==> src/rtl/gaussian_blur_3x3_stream_assert.svh <==
// assertion macros shared by the blur block files
// expects signals named clk and rst_n in the including module
`ifndef GAUSSIAN_BLUR_3X3_STREAM_ASSERT_SVH
`define GAUSSIAN_BLUR_3X3_STREAM_ASSERT_SVH

`ifndef SYNTHESIS
// property checked on every clock while out of reset
`define GB3_ASSERT(lbl, prop) \
  lbl: assert property (@(posedge clk) disable iff (!rst_n) (prop)) \
    else $error("gb3 assertion failed");
// condition this cycle implies property on the next cycle
`define GB3_ASSERT_NEXT(lbl, cond, prop) \
  lbl: assert property (@(posedge clk) disable iff (!rst_n) (cond) |=> (prop)) \
    else $error("gb3 assertion failed");
`else
`define GB3_ASSERT(lbl, prop)
`define GB3_ASSERT_NEXT(lbl, cond, prop)
`endif

`endif

==> src/rtl/gb3_pkg.sv <==
// shared constants and types of the 3x3 gaussian blur stream block
// no dependencies
package gb3_pkg;

  localparam int MAX_WIDTH  = 1024;
  localparam int COL_W      = $clog2(MAX_WIDTH);
  localparam int CFG_W      = 11;
  localparam int PIX_W      = 8;
  // result queue depth, must be a power of two
  localparam int FIFO_DEPTH = 8;
  localparam int FIFO_AW    = $clog2(FIFO_DEPTH);
  localparam int CNT_W      = $clog2(FIFO_DEPTH + 1);

  localparam logic [CFG_W-1:0] WIDTH_MIN   = CFG_W'(2);
  localparam logic [CFG_W-1:0] WIDTH_MAX   = CFG_W'(MAX_WIDTH);
  localparam logic [CFG_W-1:0] WIDTH_RESET = CFG_W'(366);

  localparam logic CMD_PIXEL = 1'b0;
  localparam logic CMD_FLUSH = 1'b1;

  typedef struct packed {
    logic [PIX_W-1:0] blurred;
    logic [COL_W-1:0] column;
    logic             last;
  } result_t;

  // up to two results written into the queue in one cycle
  typedef struct packed {
    logic [1:0] count;
    result_t    res0;
    result_t    res1;
  } push_t;

endpackage

==> src/rtl/gb3_out_fifo.sv <==
// small result queue, takes up to two items per cycle and gives one while out_stall is low
// depends on gb3_pkg and gaussian_blur_3x3_stream_assert.svh
`include "gaussian_blur_3x3_stream_assert.svh"

module gb3_out_fifo
  import gb3_pkg::*;
(
  input  logic             clk,
  input  logic             rst_n,
  input  push_t            push,
  input  logic             out_stall,
  output logic             out_valid,
  output result_t          out_res,
  output logic [CNT_W-1:0] level
);

  result_t            mem_r [FIFO_DEPTH];
  logic [FIFO_AW-1:0] wr_ptr_r, wr_ptr_nxt;
  logic [FIFO_AW-1:0] rd_ptr_r, rd_ptr_nxt;
  logic [CNT_W-1:0]   count_r, count_nxt;
  logic               pop;

  assign pop = (count_r != '0) && !out_stall;

  always_comb begin
    wr_ptr_nxt = wr_ptr_r + FIFO_AW'(push.count);
    rd_ptr_nxt = rd_ptr_r + FIFO_AW'(pop);
    count_nxt  = count_r + CNT_W'(push.count) - CNT_W'(pop);
  end

  always_ff @(posedge clk) begin
    if (push.count != 2'd0) begin
      mem_r[wr_ptr_r] <= push.res0;
    end
    if (push.count == 2'd2) begin
      mem_r[FIFO_AW'(wr_ptr_r + 1'b1)] <= push.res1;
    end
  end

  always_ff @(posedge clk) begin
    if (!rst_n) begin
      wr_ptr_r <= '0;
      rd_ptr_r <= '0;
      count_r  <= '0;
    end else begin
      wr_ptr_r <= wr_ptr_nxt;
      rd_ptr_r <= rd_ptr_nxt;
      count_r  <= count_nxt;
    end
  end

  assign out_valid = (count_r != '0);
  assign out_res   = mem_r[rd_ptr_r];
  assign level     = count_r;

  `GB3_ASSERT(a_fifo_room, ((CNT_W+1)'(count_r) + (CNT_W+1)'(push.count)) <= FIFO_DEPTH)
  `GB3_ASSERT(a_fifo_ptr_match, FIFO_AW'(wr_ptr_r - rd_ptr_r) == count_r[FIFO_AW-1:0])

endmodule

==> config.mk <==
export PLATFORM = sky130hd
export DESIGN_NAME = gb3_out_fifo
export DESIGN_NICKNAME = d
export VERILOG_FILES = /design/src/rtl/gb3_pkg.sv /design/src/rtl/gb3_out_fifo.sv
export VERILOG_INCLUDE_DIRS = /design/src /design/src/rtl
export SDC_FILE = /design/constraint.sdc
export NUM_CORES = 1
export LEC_CHECK = 0
export BUFFER_PORTS_ARGS = -buffer_cell sky130_fd_sc_hd__buf_2
export CORE_MARGIN = 3
export CORE_UTILIZATION = 65
export DETAILED_ROUTE_END_ITERATION = 10
export PLACE_DENSITY_LB_ADDON = 0.05
export SYNTH_ARGS = -nofsm -noshare
export SYNTH_HDL_FRONTEND = slang
export SYNTH_SLANG_ARGS = --single-unit
==> constraint.sdc <==
create_clock -name clk -period 5.6 [get_ports clk]
set_input_delay 1.12 -clock clk [delete_from_list [all_inputs] [get_ports clk]]
set_output_delay 1.12 -clock clk [all_outputs]
set_load 0.01 [all_outputs]
==> impl_metrics.py, run 1 <==
metrics = {
    "worst_setup_path": {
        "r2r_start": "wr_ptr_r[1]$_SDFF_PN0_",
        "startpoint_type": "register",
        "startpoint": "rd_ptr_r[1]$_SDFF_PN0_",
        "crit_fanout": 28,
        "worst-r2r-cell-count": 4,
        "critPathMaxStageDelay_ns": 0.62,
        "crit_path_end_kind": "output port",
        "crit_end": "out_res[17]",
        "path_cells": "buf_4 -> mux4_2 -> mux2_2 -> buf_2",
        "reg2reg_slack_ns": 2.38,
        "worstPathRequired_ns": 4.48,
        "crit_slowest_cell": "dfxtp_2",
        "worstReg2RegEnd": "mem_r[5][12]$_DFFE_PP_",
        "crit_arrival_ns": 2.65,
        "crit_type": "register to output port",
    },
    "clock_network": {
        "cts_buffer_depth": 2,
        "cts_sinks": 162,
        "post_cts_resized": 0,
        "numCtsBuffers": 17,
        "cts_tree": "yes",
        "cts_setup_buffers": 0,
        "htree_levels": 4,
        "root_buffer": "clkbuf_16",
        "clkLatencyLatePin_ns": 0.42,
        "cts_hold_buffers": 0,
        "path_clk_slew_ns": 0.06,
    },
    "timing": {
        "max_freq_mhz": 265.0,
        "rsz0062_at_grt": "false",
        "worst_clock_skew_ns": 0.008223,
        "hold_viol": 0,
        "fin_tns_setup_ns": 0,
        "fin_crit_ns": 3.774,
        "fin_crit_sh_pct": 67.39,
        "maxSlewViolCount": 0,
        "setup_viol": 0,
        "slew_headroom_pct": 20.59,
        "worst_slew_pin_slew_ns": 1.191,
    },
    "floorplanning": {
        "ios": 67,
        "core-area_um2": 12210,
        "start_util_pct": 67.39,
        "rows": 40,
        "dieHeight_um": 118.5,
        "die_w_um": 118.5,
        "dieArea_um2": 14050,
    },
    "global_routing": {
        "grt_pass1_vias": 4799,
        "antenna_found_initial": 1,
        "grt_start_max_net_pins": 40,
        "grt_overflow": 0,
        "gr-usage-all-layers_pct": 26.12,
        "grt_pass1_wl_um": 27230,
    },
    "route": {
        "drt_iter0_markers": 334,
        "wl_per_cell_um": 23.97,
        "drc": 0,
        "avgViaCountPerCell": 6.170,
        "finalWirelength_um": 17210,
        "vias": 4430,
        "ant_nets": 0,
        "drtPass1Iterations": 4,
    },
    "yosys": {
        "yosys_most_used_dff": "edfxtp_1",
        "synthCells": 468,
        "yosysUniqueCellTypes": 36,
        "async_flop_share_pct": 0,
        "yosysWarnings": 0,
        "avgSynthCellArea_um2": 17.58,
        "yosysSeqAreaShare_pct": 57.90,
        "synthesis.area_um2": 8229,
        "ys_seq_elements": 162,
        "synth_nets": 521,
        "synth-edff-count": 152,
    },
    "pwr": {
        "cellPowerDensity_nw_per_um2": 349.1,
        "finalPower_mw": 3.249,
        "p_leak_nw": 3.205,
        "ir_worst_vdd_mv": 0.2533,
    },
    "placed_design": {
        "portBuffers": 66,
        "place_area_um2": 8771,
        "gp_congestion": 0.7276,
        "dp.cells": 687,
        "dpl.hpwl_um": 10420,
    },
    "finish": {
        "drive_above_1_share_pct": 45.09,
        "syn_to_final_growth_pct": 13.09,
        "final_cell_count_no_fill": 718,
        "diodes": 0,
        "fill_cells": 760,
        "fin_area_um2": 9306,
        "post-route-util_pct": 76.21,
        "nets": 591,
    },
    "run": {
        "maxCapViolCount": 0,
    },
    "worst_hold_path": {
        "holdCritPathClass": "register to register",
        "worstHoldStart": "level[3]$_SDFF_PN0_",
    },
    "outcome": {
        "outcome": "finished clean",
    },
}
cells by family (layout without fill, tap and decap cells):
kind of cell	count (synthesis)	after routing	share of synthesized area, %
xor+xnor	5	5	0.7148
simple gates	29	29	2.357
fa+ha+maj	10	10	1.703
flops	162	162	57.90
mux	210	210	33.92
compound gates	15	15	1.125
buf+inv	37	119	2.281
stage by stage:
step	hold slack (ns)	setup slack [ns]
finish	0.6887	1.826
global placement	0.6455	2.058
CTS	0.7163	1.742
global route	0.7633	1.649
floorplan	0.5518	2.416
detailed placement	0.7020	2.051
how the worst min path moves through the flow:
| stage | cells after the start | end |
|---|---|---|
| after floorplan | 2 | rd_ptr_r[0]$_SDFF_PN0_ |
| final | 4 | level[3]$_SDFF_PN0_ |
| after global placement | 4 | level[3]$_SDFF_PN0_ |
| after detailed placement | 4 | level[3]$_SDFF_PN0_ |
| after CTS | 4 | level[3]$_SDFF_PN0_ |
| after global routing | 4 | level[3]$_SDFF_PN0_ |
critical path: cells and delay by family, from the launching register on:
| family | cells | cell delay, ns |
|---|---|---|
| flip-flops | 1 | 0.62 |
| multiplexers | 2 | 0.87 |
| buffers and inverters | 2 | 0.72 |
placed cells by master, fill, tap and decap left out, drive strengths merged, types with 3 or more instances in the layout:
cell type and count:
dfxtp 10, clkinv 6, ha 8, mux4 38, o21ai 6, inv 11, nand2 9, edfxtp 152
clkbuf 23, and2 6, xnor2 3, buf 77, mux2 171
layout make-up:
type / instances / area (um^2) / area share (%)
timing repair buffer: 77 / 412.9 / 4.437
tap: 168 / 210.2 / 2.259
sequential: 162 / 4767 / 51.22
clock inverter: 8 / 87.58 / 0.9411
clock buffer: 23 / 447.9 / 4.813
inverter: 11 / 41.29 / 0.4437
multi-input combinational: 269 / 3339 / 35.88
Yosys cell counts, drive strengths merged, types with 2 or more instances:
cell type	count	share of area, %
a21o	2	0.18
fa	2	0.49
xnor2	3	0.41
nor3b	2	0.18
nor2b	2	0.15
o22ai	2	0.15
and2	6	0.46
ha	8	1.2
buf	22	1.6
mux2	171	23
clkbuf	4	0.18
o31ai	2	0.18
edfxtp	152	55
nor2	2	0.27
mux4	38	10
xor2	2	0.30
nand2b	2	0.15
o21ai	6	0.36
nand2	9	0.41
dfxtp	10	2.4
inv	11	0.50
and4bb	2	0.30
where the power goes:
| group | leakage [nW] | total, mW | internal, mW | switching [mW] |
|---|---|---|---|---|
| Clock | 0.264 | 1.08 | 0.647 | 0.431 |
| Sequential | 1.48 | 1.52 | 1.46 | 0.0586 |
| Combinational | 1.46 | 0.653 | 0.325 | 0.328 |
| Total | 3.21 | 3.25 | 2.43 | 0.817 |
registers in the layout, summed over array words and instances, names as in the netlist:
register and flops:
rd_ptr_r 3, mem_r 152, wr_ptr_r 3, level 4
metal layers:
layer	wire, um	up-vias	track usage, %	part of all wire (%)
met1	6866	2261	35.54	40
met5	0	-	0	0
met3	1215	12	6.172	7.1
met2	9030	138	42.27	52
met4	97	0	8.400	0.56
li1	-	2019	-	-
Power figures use the tool's default switching activity.
==> run 2, diff against run 1 <==
CORE_UTILIZATION = 54   (was 65)
clock period = 3.4 ns   (was 5.6 ns; I/O delays follow)
==> run 2 against run 1 <==
Compared with the run above:
- setup slack lost 1.3 ns
- sequential share of layout area shrank 1.5 points
- clock skew shrank 0.00058 ns
- count of clock-buffer cells in the layout shrank 5
- cell count grew 3.6%
- wire length grew 4.5%
- combinational power grew 73%
- first-iteration DRC count grew 9.3%
- die area grew 19%
- power grew 80%
- critical endpoint is now out_res[8]
==> impl_metrics.py, run 2 (synthesis gave the netlist of run 1 again) <==
metrics = {
    "floorplanning": {
        "dieHeight_um": 129.4,
        "core-area_um2": 14700,
        "dieArea_um2": 16760,
        "ios": 67,
        "die_w_um": 129.4,
        "start_util_pct": 55.98,
        "rows": 44,
    },
    "route": {
        "met2WireLength_um": 8780,
        "drtPass1Iterations": 4,
        "vias": 4518,
        "finalWirelength_um": 17980,
        "avgViaCountPerCell": 6.073,
        "top_layer": "met4",
        "drt_iter0_markers": 365,
        "drt-met1-wl_um": 8315,
        "wl_per_cell_um": 24.16,
        "drc": 0,
        "ant_nets": 0,
        "route.met3.wl_um": 682,
    },
    "worst_setup_path": {
        "crit_path_end_kind": "output port",
        "path_buf_inv": 2,
        "worstPathRequired_ns": 2.72,
        "critPathMaxStageDelay_ns": 0.61,
        "r2r_start": "wr_ptr_r[1]$_SDFF_PN0_",
        "crit_fanout": 23,
        "worst-r2r-cell-count": 5,
        "crit_slowest_cell": "mux4_2",
        "startpoint_type": "register",
        "critical-path-top-delay-family": "multiplexers",
        "crit_arrival_ns": 2.22,
        "startpoint": "rd_ptr_r[1]$_SDFF_PN0_",
        "path_cells": "buf_4 -> mux4_2 -> mux2_2 -> buf_2",
        "crit_type": "register to output port",
        "cp.depth": 4,
    },
    "finish": {
        "fin_area_um2": 9588,
        "final_common_cell": "edfxtp_1",
        "syn_to_final_growth_pct": 16.51,
        "regMostFlops": "mem_r",
        "diodes": 0,
        "final_cell_count_no_fill": 744,
        "final_cell_mix": "edfxtp_1, mux2_2, mux2_1",
        "largest_reg_flops": 152,
        "drive_above_1_share_pct": 46.96,
        "nets": 601,
    },
    "pwr": {
        "clkPwrFrac_pct": 38.5,
        "cellPowerDensity_nw_per_um2": 610.2,
        "p_sw_share_pct": 23.70,
        "ir_worst_vdd_mv": 0.3630,
        "combPwrFrac_pct": 19.3,
        "p_seq_share_pct": 42.2,
        "power.switching_mw": 1.386,
        "p_leak_nw": 3.342,
        "intPower_mw": 4.464,
        "finalPower_mw": 5.851,
    },
    "placed_design": {
        "portBuffers": 66,
        "dpl.hpwl_um": 11180,
        "gp_congestion": 0.7928,
        "dp.cells": 713,
        "place_area_um2": 8896,
    },
    "timing": {
        "worst_slew_pin_slew_ns": 1.277,
        "hold_viol": 0,
        "slew_headroom_pct": 14.86,
        "fin_tns_setup_ns": 0,
        "maxSlewViolCount": 0,
        "setup_viol": 0,
        "worst_clock_skew_ns": 0.007642,
        "rsz0062_at_grt": "false",
        "fin_crit_sh_pct": 85.27,
        "fin_crit_ns": 2.899,
        "holdWs_ns": 0.5377,
        "max_freq_mhz": 344.9,
    },
    "clock_network": {
        "numCtsBuffers": 17,
        "cts_hold_buffers": 0,
        "htree_levels": 4,
        "root_buffer": "clkbuf_16",
        "cts_buffer_depth": 2,
        "cts_sinks": 162,
        "clkLatencyLatePin_ns": 0.42,
        "post_cts_resized": 0,
        "path_clk_slew_ns": 0.06,
        "cts_setup_buffers": 0,
        "cts_tree": "yes",
    },
    "worst_hold_path": {
        "worstHoldStart": "rd_ptr_r[0]$_SDFF_PN0_",
        "holdCritPathClass": "register to register",
        "hold_depth": 2,
    },
    "global_routing": {
        "grt_pass1_vias": 4796,
        "antenna_found_initial": 0,
        "grt_overflow": 0,
        "grt_start_max_net_pins": 24,
        "gr-usage-all-layers_pct": 22.94,
        "grt_pass1_wl_um": 27990,
    },
    "run": {
        "maxCapViolCount": 0,
    },
    "outcome": {
        "outcome": "finished clean",
    },
}
==> run 2: changes by cell type in the layout (fill, tap and decap cells not counted), sizes merged <==
cell / delta
buf: +10
clkbuf: -5
bufinv: +6
clkinv: -1
==> run 2: routing by layer <==
metal / global-route usage, % / vias up
li1: - / 2051
met1: 32.30 / 2345
met2: 37.10 / 105
met3: 3.998 / 17
met4: 6.785 / 0
met5: 0 / -
==> run 2: power groups by stage <==
stage | combinational, mW | clock, mW | sequential [mW]
after floorplan | 0.750 | 0 | 2.50
after global placement | 1.12 | 0 | 2.50
after detailed placement | 1.14 | 0 | 2.51
after CTS | 1.15 | 2.28 | 2.47
after global routing | 1.24 | 2.37 | 2.48
final | 1.13 | 2.25 | 2.47
==> run 2: worst paths after layout <==
kind,endpoint,slack [ns]
worst min register to register,rd_ptr_r[0]$_SDFF_PN0_,0.54
worst min-delay path,rd_ptr_r[0]$_SDFF_PN0_,0.54
worst max register to register,mem_r[1][18]$_DFFE_PP_,0.68
worst max-delay path,out_res[8],0.50
==> run 2: layout make-up <==
type	instances	area (um^2)
well taps	184	230.2
flip-flops and latches	162	4767
clock buffers	18	429.2
fillers	1032	5111
repair buffers	87	525.5
inverters	11	41.29
multi-input cells	269	3332
clock inverters	13	262.8
==> run 2: per-stage QoR <==
stage	utilization [%]	worst slack [ns]
after floorplan	-	0.6559
after global placement	60.52	0.7181
after detailed placement	60.52	0.7017
after CTS	65.23	0.4458
after global routing	65.23	0.3688
final	65.23	0.5010
==> run 2: worst register-to-register path, delay by kind of cell (launching register included) <==
| family | cells | cell delay [ns] |
|---|---|---|
| simple gates | 2 | 0.96 |
| buf+inv | 1 | 0.39 |
| mux | 1 | 0.29 |
| fa+ha+maj | 1 | 0.34 |
| flops | 1 | 0.50 |
==> run 3, diff against run 2 <==
PLACE_DENSITY_LB_ADDON = 0.25   (was 0.05)
==> run 3 against run 2 <==
Compared with the run above:
- count of clock-buffer cells in the layout up 2
- setup slack worse by 0.17 ns
- combinational power about the same
- non-clock buffer count up 3
- via count up 1.9%
- cell count up 0.54%
- worst hold slack worse by 0.031 ns
- power down 4.7%
- die area unchanged
- register-to-register slack better by 0.07 ns
- critical path type unchanged
- largest cell class unchanged
==> impl_metrics.py, run 3 (synthesis gave the netlist of run 1 again) <==
metrics = {
    "outcome": {
        "outcome": "finished clean",
    },
    "worst_setup_path": {
        "path_buf_inv": 2,
        "critPathMaxStageDelay_ns": 0.73,
        "reg2reg_slack_ns": 0.75,
        "critical-path-top-delay-family": "multiplexers",
        "crit_arrival_ns": 2.39,
        "worstPathRequired_ns": 2.72,
        "crit_type": "register to output port",
        "crit_path_end_kind": "output port",
        "startpoint_type": "register",
        "path_cells": "buf_12 -> mux4_2 -> mux2_2 -> buf_2",
        "crit_slowest_cell": "dfxtp_2",
        "crit_fanout": 14,
    },
    "finish": {
        "nets": 604,
        "largest_reg_flops": 152,
        "final_cell_mix": "edfxtp_1, mux2_2, mux2_1",
        "regMostFlops": "mem_r",
        "final_common_cell": "edfxtp_1",
        "fill_cells": 1036,
        "drive_above_1_share_pct": 47.34,
        "diodes": 0,
        "syn_to_final_growth_pct": 15.84,
    },
    "run": {
        "maxCapViolCount": 0,
    },
    "timing": {
        "worst_slew_pin_slew_ns": 0.8949,
        "max_freq_mhz": 326.1,
        "fin_crit_ns": 3.066,
        "setup_viol": 0,
        "holdWs_ns": 0.5065,
        "hold_viol": 0,
        "fin_tns_setup_ns": 0,
        "maxSlewViolCount": 0,
        "slew_headroom_pct": 39.71,
        "rsz0062_at_grt": "false",
        "worst_clock_skew_ns": 0.005265,
        "fin_ws_ns": 0.3339,
        "fin_crit_sh_pct": 90.18,
    },
    "floorplanning": {
        "dieArea_um2": 16760,
        "dieHeight_um": 129.4,
        "ios": 67,
        "rows": 44,
        "die_w_um": 129.4,
        "core-area_um2": 14700,
        "start_util_pct": 55.98,
    },
    "pwr": {
        "combPwrFrac_pct": 20.1,
        "ir_worst_vdd_mv": 0.4380,
        "p_sw_share_pct": 25.09,
        "p_seq_share_pct": 44.6,
        "power.switching_mw": 1.399,
        "cellPowerDensity_nw_per_um2": 584.9,
        "intPower_mw": 4.177,
        "p_leak_nw": 3.313,
        "clkPwrFrac_pct": 35.3,
    },
    "clock_network": {
        "cts_sinks": 162,
        "clkLatencyLatePin_ns": 0.42,
        "root_buffer": "clkbuf_16",
        "path_clk_slew_ns": 0.06,
        "cts_buffer_depth": 2,
        "numCtsBuffers": 17,
        "htree_levels": 4,
        "post_cts_resized": 0,
        "cts_setup_buffers": 0,
        "cts_hold_buffers": 0,
        "cts_tree": "yes",
    },
    "placed_design": {
        "dpl.hpwl_um": 11040,
        "gp_congestion": 0.7506,
        "portBuffers": 66,
        "preCtsSetupSlack_ns": 0.7599,
    },
    "global_routing": {
        "grt_overflow": 0,
        "antenna_found_initial": 0,
        "grt_pass1_vias": 4849,
        "grt_pass1_wl_um": 27920,
        "gr-usage-all-layers_pct": 22.86,
        "grt_start_max_net_pins": 26,
    },
    "route": {
        "vias": 4602,
        "wl_per_cell_um": 24.14,
        "ant_nets": 0,
        "drc": 0,
        "avgViaCountPerCell": 6.152,
        "finalWirelength_um": 18060,
        "drtPass1Iterations": 5,
        "drt_iter0_markers": 395,
    },
    "worst_hold_path": {
        "holdCritPathClass": "register to register",
    },
}
-- run 3: changes by cell type in the layout (fill, tap and decap cells not counted) --
cell	previous run	this run
clkinv_2	3	6
clkinvlp_4	0	2
clkbuf_1	1	3
bufinv_16	8	4
buf_12	3	4
clkinv_1	2	0
buf_4	18	20
-- run 3: through the flow --
step	utilization (%)	power [mW]	cells	instance area [um^2]
final	64.85	5.576	748	9533
after global routing	64.85	5.799	748	9533
after CTS	64.85	5.622	748	9533
after detailed placement	60.76	3.658	716	8931
after global placement	60.76	3.626	716	8931
after floorplan	-	3.246	468	8229
-- run 3: worst min-delay path, delay by kind of cell (launching register included) --
family | cells | cell delay, ns
DFF | 1 | 0.32
AOI/OAI and AO/OA | 2 | 0.14
-- run 3: layer usage --
layer / track usage [%] / part of all wire [%] / up-vias
met1: 31.13 / 43 / 2360
met5: 0 / 0 / -
met3: 5.441 / 6.4 / 24
li1: - / - / 2052
met4: 8.924 / 1.9 / 0
met2: 36.01 / 48 / 166
-- run 3: worst paths after layout --
| check | endpoint | cells past startpoint | from |
|---|---|---|---|
| max | out_res[18] | 4 | rd_ptr_r[1]$_SDFF_PN0_ |
| min | rd_ptr_r[0]$_SDFF_PN0_ | 2 | rd_ptr_r[0]$_SDFF_PN0_ |
| max reg2reg | mem_r[0][10]$_DFFE_PP_ | 5 | wr_ptr_r[1]$_SDFF_PN0_ |
| min reg2reg | rd_ptr_r[0]$_SDFF_PN0_ | 2 | rd_ptr_r[0]$_SDFF_PN0_ |
-- run 3: cell type report --
| type | count | area [um^2] | area share, % |
|---|---|---|---|
| Multi-Input combinational cell | 269 | 3332 | 34.95 |
| Clock buffer | 20 | 436.7 | 4.581 |
| Inverter | 11 | 41.29 | 0.4331 |
| Tap cell | 184 | 230.2 | 2.415 |
| Sequential cell | 162 | 4767 | 50.01 |
| Timing Repair Buffer | 90 | 560.5 | 5.880 |
| Clock inverter | 12 | 165.2 | 1.733 |
-- run 3: power groups by stage --
stage | clock, mW | sequential [mW] | combinational (mW)
floorplan | 0 | 2.50 | 0.750
global placement | 0 | 2.52 | 1.11
detailed placement | 0 | 2.53 | 1.13
CTS | 1.99 | 2.49 | 1.14
global route | 2.07 | 2.50 | 1.23
finish | 1.97 | 2.49 | 1.12
